[src/hdl/tssp_pkg.sv]
// Types and codes of the TLV summary stream parser.
// No dependencies; used by the top level and by its checker.
package tssp_pkg;

   localparam int unsigned TAG_PACKSET  = 32'h0000_0001;
   localparam int unsigned TAG_PACK     = 32'h0000_0002;
   localparam int unsigned TAG_MOD      = 32'h0000_0003;
   localparam int unsigned TAG_INSTANCE = 32'h0000_0004;
   localparam int unsigned VALUE_LEN    = 32'd8;

   localparam int unsigned HDR_BYTES    = 8;
   localparam int unsigned TDATA_W      = 72;   // 64-bit value + 2-bit status, byte padded

   // What the bytes of the current payload are
   typedef enum logic [2:0] {
      PK_SKIP     = 3'd0,
      PK_PACKSET  = 3'd1,
      PK_PACK     = 3'd2,
      PK_MOD      = 3'd3,
      PK_INSTANCE = 3'd4
   } payload_kind_type;

   // Result record kinds, carried on rsp_tuser
   typedef enum logic [2:0] {
      REC_PACKSET    = 3'd0,
      REC_PACK       = 3'd1,
      REC_MOD        = 3'd2,
      REC_INST_START = 3'd3,
      REC_INST_BYTE  = 3'd4,
      REC_END        = 3'd5
   } record_kind_type;

   // End-of-blob status codes
   typedef enum logic [1:0] {
      ST_OK     = 2'd0,
      ST_TRUNC  = 2'd1,
      ST_BADLEN = 2'd2,
      ST_DUP    = 2'd3
   } status_type;

endpackage

[src/hdl/tlv_summary_stream_parser.sv]
// Top level of the TLV summary stream parser: byte-wide tag-length-value parsing.
// Depends on tssp_pkg for record kinds, payload kinds and status codes.
//
// Usage:
//  - req channel: one transaction per blob byte (req_tuser = 0, byte in req_tdata),
//    and one end-of-blob transaction (req_tuser = 1, req_tdata ignored).
//  - Records are a 32-bit LE tag, a 32-bit LE length and a payload. Tags 1..3
//    carry 8-byte values, tag 4 an instance id, any other tag is skipped.
//  - rsp channel: zero or one record per req transaction. rsp_tuser is the
//    record kind, rsp_tdata the value and status, rsp_tlast the last id byte.
//  - Result timing: a result appears on rsp in the cycle after its req transaction.
//  - Throughput: one req transaction per cycle, except during a stall. All parsing
//    of a byte (header byte lane select, tag/length checks, 32-bit length countdown)
//    sits between the state registers and the single result register.
//  - Stall: req_tready drops only while the result register is full and
//    rsp_tready is low; the stalled result holds until taken.
//  - Reset clears all parse state and the result register valid. The end-of-blob
//    transaction also clears all parse state, after reporting the latched
//    status (first error wins; end inside a header or payload is truncation).
module tlv_summary_stream_parser (
   input  logic                         clock,
   input  logic                         reset,
   // input byte stream
   input  logic                         req_tvalid,
   output logic                         req_tready,
   input  logic [7:0]                   req_tdata,   // [7:0] data_byte
   input  logic                         req_tuser,   // [0] action: 1 = end of blob
   // result records
   output logic                         rsp_tvalid,
   input  logic                         rsp_tready,
   output logic [tssp_pkg::TDATA_W-1:0] rsp_tdata,   // [63:0] value, [65:64] status, zero pad
   output logic                         rsp_tlast,   // [0] id_last
   output logic [2:0]                   rsp_tuser    // [2:0] record_kind
);

   // ---------------------------------------------------------------------
   // Parse state
   // ---------------------------------------------------------------------
   logic                       in_payload_ff,    in_payload_in;
   logic [2:0]                 header_count_ff,  header_count_in;
   logic [63:0]                header_shift_ff,  header_shift_in;
   logic [31:0]                payload_left_ff,  payload_left_in;
   tssp_pkg::payload_kind_type payload_kind_ff,  payload_kind_in;
   logic [63:0]                value_shift_ff,   value_shift_in;
   logic                       seen_packset_ff,  seen_packset_in;
   logic                       seen_instance_ff, seen_instance_in;
   tssp_pkg::status_type       error_code_ff,    error_code_in;

   // Result register
   logic                       rsp_valid_ff,  rsp_valid_in;
   tssp_pkg::record_kind_type  rsp_kind_ff,   rsp_kind_in;
   logic [63:0]                rsp_value_ff,  rsp_value_in;
   logic                       rsp_last_ff,   rsp_last_in;
   tssp_pkg::status_type       rsp_status_ff, rsp_status_in;

   // ---------------------------------------------------------------------
   // Handshake: the result register frees up when empty or being drained
   // ---------------------------------------------------------------------
   logic req_accept;
   assign req_tready = !rsp_valid_ff || rsp_tready;
   assign req_accept = req_tvalid && req_tready;

   // Complete header as it will look once the current byte lands
   logic [63:0] header_full;
   logic [31:0] hdr_tag;
   logic [31:0] hdr_len;
   logic        hdr_is_value;
   logic [31:0] left_dec;
   logic [63:0] value_next;

   always_comb begin
      for (int i = 0; i < tssp_pkg::HDR_BYTES; i++) begin
         header_full[8*i +: 8] = (header_count_ff == 3'(i)) ? req_tdata
                                                           : header_shift_ff[8*i +: 8];
      end
   end

   assign hdr_tag      = header_full[31:0];
   assign hdr_len      = header_full[63:32];
   assign hdr_is_value = (hdr_tag == tssp_pkg::TAG_PACKSET) ||
                         (hdr_tag == tssp_pkg::TAG_PACK) ||
                         (hdr_tag == tssp_pkg::TAG_MOD);
   assign left_dec     = payload_left_ff - 32'd1;
   assign value_next   = {req_tdata, value_shift_ff[63:8]};

   // ---------------------------------------------------------------------
   // Next-state and result logic
   // ---------------------------------------------------------------------
   always_comb begin
      in_payload_in    = in_payload_ff;
      header_count_in  = header_count_ff;
      header_shift_in  = header_shift_ff;
      payload_left_in  = payload_left_ff;
      payload_kind_in  = payload_kind_ff;
      value_shift_in   = value_shift_ff;
      seen_packset_in  = seen_packset_ff;
      seen_instance_in = seen_instance_ff;
      error_code_in    = error_code_ff;

      // result register drains on a taken transaction
      rsp_valid_in  = rsp_valid_ff && !rsp_tready;
      rsp_kind_in   = rsp_kind_ff;
      rsp_value_in  = rsp_value_ff;
      rsp_last_in   = rsp_last_ff;
      rsp_status_in = rsp_status_ff;

      if (req_accept) begin
         // new transaction: no result unless set below
         rsp_valid_in  = 1'b0;
         rsp_value_in  = '0;
         rsp_last_in   = 1'b0;
         rsp_status_in = tssp_pkg::ST_OK;

         if (req_tuser) begin
            // end of blob: report, then clear everything
            rsp_valid_in  = 1'b1;
            rsp_kind_in   = tssp_pkg::REC_END;
            rsp_status_in = error_code_ff;
            if (error_code_ff == tssp_pkg::ST_OK &&
                (in_payload_ff || header_count_ff != 3'd0)) begin
               rsp_status_in = tssp_pkg::ST_TRUNC;
            end
            in_payload_in    = 1'b0;
            header_count_in  = '0;
            header_shift_in  = '0;
            payload_left_in  = '0;
            payload_kind_in  = tssp_pkg::PK_SKIP;
            value_shift_in   = '0;
            seen_packset_in  = 1'b0;
            seen_instance_in = 1'b0;
            error_code_in    = tssp_pkg::ST_OK;
         end else if (error_code_ff != tssp_pkg::ST_OK) begin
            // error latched: bytes are dropped until end of blob
         end else if (!in_payload_ff) begin
            header_count_in = header_count_ff + 3'd1;   // wraps to 0 after byte 7
            header_shift_in = header_full;
            if (header_count_ff == 3'(tssp_pkg::HDR_BYTES - 1)) begin
               header_shift_in = '0;
               value_shift_in  = '0;
               if (hdr_is_value) begin
                  if (hdr_len != tssp_pkg::VALUE_LEN) begin
                     error_code_in = tssp_pkg::ST_BADLEN;
                  end else if (hdr_tag == tssp_pkg::TAG_PACKSET && seen_packset_ff) begin
                     error_code_in = tssp_pkg::ST_DUP;
                  end else begin
                     payload_kind_in = tssp_pkg::payload_kind_type'(hdr_tag[2:0]);
                     payload_left_in = hdr_len;
                     in_payload_in   = 1'b1;
                  end
               end else if (hdr_tag == tssp_pkg::TAG_INSTANCE) begin
                  if (seen_instance_ff) begin
                     error_code_in = tssp_pkg::ST_DUP;
                  end else begin
                     seen_instance_in = 1'b1;
                     payload_kind_in  = tssp_pkg::PK_INSTANCE;
                     payload_left_in  = hdr_len;
                     in_payload_in    = (hdr_len != 32'd0);
                     rsp_valid_in     = 1'b1;
                     rsp_kind_in      = tssp_pkg::REC_INST_START;
                     rsp_value_in     = {32'd0, hdr_len};
                  end
               end else begin
                  // unknown tag: count its payload away
                  payload_kind_in = tssp_pkg::PK_SKIP;
                  payload_left_in = hdr_len;
                  in_payload_in   = (hdr_len != 32'd0);
               end
            end
         end else begin
            payload_left_in = left_dec;
            in_payload_in   = (left_dec != 32'd0);
            case (payload_kind_ff)
               tssp_pkg::PK_PACKSET,
               tssp_pkg::PK_PACK,
               tssp_pkg::PK_MOD: begin
                  value_shift_in = value_next;
                  if (left_dec == 32'd0) begin
                     rsp_valid_in = 1'b1;
                     rsp_value_in = value_next;
                     case (payload_kind_ff)
                        tssp_pkg::PK_PACKSET: begin
                           rsp_kind_in     = tssp_pkg::REC_PACKSET;
                           seen_packset_in = 1'b1;
                        end
                        tssp_pkg::PK_PACK: begin
                           rsp_kind_in = tssp_pkg::REC_PACK;
                        end
                        default: begin
                           rsp_kind_in = tssp_pkg::REC_MOD;
                        end
                     endcase
                  end
               end
               tssp_pkg::PK_INSTANCE: begin
                  rsp_valid_in = 1'b1;
                  rsp_kind_in  = tssp_pkg::REC_INST_BYTE;
                  rsp_value_in = {56'd0, req_tdata};
                  rsp_last_in  = (left_dec == 32'd0);
               end
               default: begin
                  // skipped payload byte
               end
            endcase
         end
      end
   end

   // ---------------------------------------------------------------------
   // Registers
   // ---------------------------------------------------------------------
   always_ff @(posedge clock) begin
      if (reset) begin
         in_payload_ff    <= 1'b0;
         header_count_ff  <= '0;
         header_shift_ff  <= '0;
         payload_left_ff  <= '0;
         payload_kind_ff  <= tssp_pkg::PK_SKIP;
         value_shift_ff   <= '0;
         seen_packset_ff  <= 1'b0;
         seen_instance_ff <= 1'b0;
         error_code_ff    <= tssp_pkg::ST_OK;
         rsp_valid_ff     <= 1'b0;
      end else begin
         in_payload_ff    <= in_payload_in;
         header_count_ff  <= header_count_in;
         header_shift_ff  <= header_shift_in;
         payload_left_ff  <= payload_left_in;
         payload_kind_ff  <= payload_kind_in;
         value_shift_ff   <= value_shift_in;
         seen_packset_ff  <= seen_packset_in;
         seen_instance_ff <= seen_instance_in;
         error_code_ff    <= error_code_in;
         rsp_valid_ff     <= rsp_valid_in;
      end
   end

   // result payload, no reset needed
   always_ff @(posedge clock) begin
      rsp_kind_ff   <= rsp_kind_in;
      rsp_value_ff  <= rsp_value_in;
      rsp_last_ff   <= rsp_last_in;
      rsp_status_ff <= rsp_status_in;
   end

   assign rsp_tvalid = rsp_valid_ff;
   assign rsp_tuser  = rsp_kind_ff;
   assign rsp_tlast  = rsp_last_ff;
   assign rsp_tdata  = {{(tssp_pkg::TDATA_W - 66){1'b0}}, rsp_status_ff, rsp_value_ff};

endmodule

[config.mk]
export PLATFORM = sky130hd
export DESIGN_NAME = tlv_summary_stream_parser
export DESIGN_NICKNAME = d
export VERILOG_FILES = /design/src/hdl/tssp_pkg.sv /design/src/hdl/tlv_summary_stream_parser.sv
export SDC_FILE = /design/constraint.sdc
export NUM_CORES = 1
export LEC_CHECK = 0
export BUFFER_PORTS_ARGS = -buffer_cell sky130_fd_sc_hd__buf_2
export CAP_MARGIN = 20
export CELL_PAD_IN_SITES_DETAIL_PLACEMENT = 2
export CELL_PAD_IN_SITES_GLOBAL_PLACEMENT = 2
export CORE_MARGIN = 2
export CORE_UTILIZATION = 37
export DETAILED_ROUTE_END_ITERATION = 8
export GPL_TIMING_DRIVEN = 0
export PLACE_DENSITY = 0.82
export SYNTH_ARGS = -nofsm -noshare
export SYNTH_HDL_FRONTEND = slang
export SYNTH_SLANG_ARGS = --single-unit
[constraint.sdc]
create_clock -name clock -period 5.5 [get_ports clock]
set_clock_uncertainty 0.2 [all_clocks]
set_input_delay 0.55 -clock clock [delete_from_list [all_inputs] [get_ports clock]]
set_output_delay 0.55 -clock clock [all_outputs]
set_load 0.005 [all_outputs]
==> impl_metrics.yaml <==
outcome:
  outcome: "finished clean"
yosys:
  ys_ff_latch: 234
  syn_area_mm2: 0.0115
  ys_seq_area_frac: 0.470
  async_reset_ff_frac: 0
  synth_cell_type_count: 73
  synth_top_area_cell: "dfxtp_1"
  synth_edf_count: 70
  synth_flop_cell: "dfxtp_1"
  synth.top_cell.area_share: 0.287
  yosys-top-cells-area: "dfxtp_1 (29%), edfxtp_1 (18%), a21oi_1 (5.1%), nand2_1 (4.6%), nor2_1 (3.9%)"
  avgSynthCellArea_um2: 8.87
  synthCells: 1292
  yosys_warnings: 0
setup_path:
  worstPathArrival_ps: 5040
  worstSetupEndpointType: "flop"
  rrSetupSlack_ps: 670
  path_max_fanout: 10
  worst_ep_required_time_ps: 5710
  critPathKind: "reg2reg"
  start_kind: "flop"
timing:
  fin_ws_ps: 668
  slew_viol_final: 0
  holdWs_ps: 200
  max-slew-margin-rel: 0.220
  finalHoldViolCount: 0
  worstMarginPinSlew_ps: 1170
  rsz0062_at_grt: "false"
  layout_worst_path_cycle_share: 0.879
  setup_viol: 0
  fin_crit_ps: 4830
  fmax_mhz: 207
clock_tree:
  cts_sinks: 234
  postCtsSetupBuffers: 0
  cts_tree: "done"
  clk_latency_ps: 550
  htreeDepth: 1
  root_buffer: "clkbuf_16"
  clk_pin_slew_ps: 60
  cts_buffers: 27
  hold_buffers: 0
  cts_resized: 0
  clockBufferDepth: 3
place:
  portBuffers: 82
  hpwl_um: 34600
  place_congestion: 0.893
  place_inst: 1777
  dp_slack_ps: 551
global_routing:
  grt_busiest_layer: "met2"
  first_global_vias: 11500
  grt_max_degree: 66
  grtUsageMet1: 0.376
  groute.usage.overall: 0.288
  gr-usage-met2: 0.503
  grt_pass1_wl_um: 72500
  gr-usage-met3: 0.0286
  gr-total-overflow: 0
  antenna_found_initial: 0
route:
  viasPerCell: 6.02
  wl_per_cell_um: 26.1
  drt-total-wl_um: 47700
  initialDrtViolationCount: 728
  firstDrtPassIters: 5
  num_vias: 11000
  drc: 0
  drtAntennaViolNets: 0
floorplanning:
  die_w_um: 180
  die_height_um: 180
  core_area_mm2: 0.0305
  ioPinCount: 91
  dieArea_mm2: 0.0324
  rows: 64
  start_util: 0.376
power:
  ir_drop_mv: 0.210
  leakage_nw: 4.91
  powerDensity_mw_per_mm2: 300
worst_hold_path:
  hold_class: "in2reg"
finish:
  final_nets: 1433
  fin_cells: 1828
  drive_gt1_frac: 0.122
  area_growth_pct: 16.6
  antennaDiodeCount: 0
  fillerInstances: 3391
job:
  max-cap-violations: 0
[power breakdown]
part           switching, mW  internal [mW]
sequential            0.0135           1.80
clock                  0.738           1.13
combinational          0.239         0.0851
[cells in the mapped netlist, types with 15 or more instances]
cell,number
edfxtp_1,70
or3_1,15
o21ai_0,33
clkbuf_1,83
mux2i_1,42
a32oi_1,23
a22oi_1,27
nand3_1,72
nand2_1,139
and2_1,45
dfxtp_1,164
nor2_1,120
nor3_1,40
inv_1,16
a21oi_1,117
o21ai_1,16
nor4_1,30
[final cells by class]
| class | instances | area (µm²) | share of cell area |
|---|---|---|---|
| buffer | 120 | 556 | 0.0416 |
| clock buffer | 42 | 832 | 0.0623 |
| clock inverter | 7 | 87.6 | 0.00656 |
| inverter | 16 | 60.1 | 0.00450 |
| multi-input combinational | 927 | 5480 | 0.410 |
| sequential | 234 | 5390 | 0.403 |
| tap | 396 | 495 | 0.0371 |
| timing repair buffer | 86 | 462 | 0.0346 |
[cell usage in the layout, fill, tap and decap left out, types with 9 or more instances in the layout]
cell type | Yosys | layout
a21oi_1 | 117 | 117
a22o_1 | 12 | 12
a22oi_1 | 27 | 27
a32oi_1 | 23 | 23
and2_1 | 45 | 45
and3_1 | 9 | 9
buf_1 | 10 | 10
buf_2 | 12 | 94
buf_6 | 8 | 9
clkbuf_1 | 83 | 87
clkbuf_16 | 0 | 27
clkbuf_8 | 0 | 10
dfxtp_1 | 164 | 164
edfxtp_1 | 70 | 70
inv_1 | 16 | 16
mux2i_1 | 42 | 42
nand2_1 | 139 | 139
nand2b_1 | 12 | 12
nand3_1 | 72 | 72
nand4_1 | 9 | 9
nor2_1 | 120 | 120
nor3_1 | 40 | 40
nor4_1 | 30 | 30
o21ai_0 | 33 | 33
o21ai_1 | 16 | 16
o31ai_1 | 9 | 9
o32ai_1 | 9 | 9
or3_1 | 15 | 15
or4_1 | 9 | 9
xnor2_1 | 10 | 10
[state kept, by name, summed over array words and instances, names as in the netlist]
name              flops
payload_left_ff      32
value_shift_ff       56
header_count_ff       3
rsp_value_ff         64
rsp_tlast             1
rsp_status_ff         2
in_payload_ff         1
seen_instance_ff      1
seen_packset_ff       1
rsp_tuser             3
payload_kind_ff       3
rsp_tvalid            1
header_shift_ff      64
error_code_ff         2
[path summary, 6_finish.rpt]
kind / from / end / cells past startpoint
min reg2reg: value_shift_ff[13] / value_shift_ff[13] / 2
min: rsp_tready / rsp_tvalid / 3
max reg2reg: header_count_ff[2] / payload_left_ff[29] / 14
max: header_count_ff[2] / payload_left_ff[29] / 14
[routing by layer]
metal	up-vias	part of all wire	routed length, µm
met5	-	0	0
met4	0	0.031	1500
met3	86	0.039	1850
met2	313	0.49	23400
met1	5659	0.44	21000
li1	4946	-	-
[kinds of logic after synthesis]
| kind of cell | count (synthesis) | share of synthesized area |
|---|---|---|
| muxes | 50 | 0.0446 |
| AOI/OAI and AO/OA | 312 | 0.179 |
| DFF | 234 | 0.470 |
| adders and majority gates | 8 | 0.00874 |
| other | 1 | 0.000327 |
| and+or+nand+nor | 535 | 0.231 |
| buffers and inverters | 136 | 0.0534 |
| xor gates and xnor gates | 16 | 0.0122 |
[worst max-delay path, cell delays in order (launching register included)]
cell and delay (ps):
dfxtp_1 520, clkbuf_1 440, buf_2 360, inv_1 130
ha_1 310, mux2i_1 150, nor3_1 350, and4_1 280
clkbuf_1 230, nand3_1 100, o211ai_1 660, buf_2 350
buf_2 300, mux2i_1 230, nor2_1 50
[through the flow]
stage | cell area [µm²] | util | setup TNS [ps] | total power, mW
final | 13400 | 0.438 | 0 | 4.01
after global routing | 13400 | 0.438 | 0 | 4.12
after CTS | 13300 | 0.437 | 0 | 4.03
after detailed placement | 12400 | 0.407 | 0 | 2.17
after global placement | 12400 | 0.406 | -192210 | 2.16
after floorplan | 11500 | - | 0 | 2.03
(Power assumes the default switching activity.)
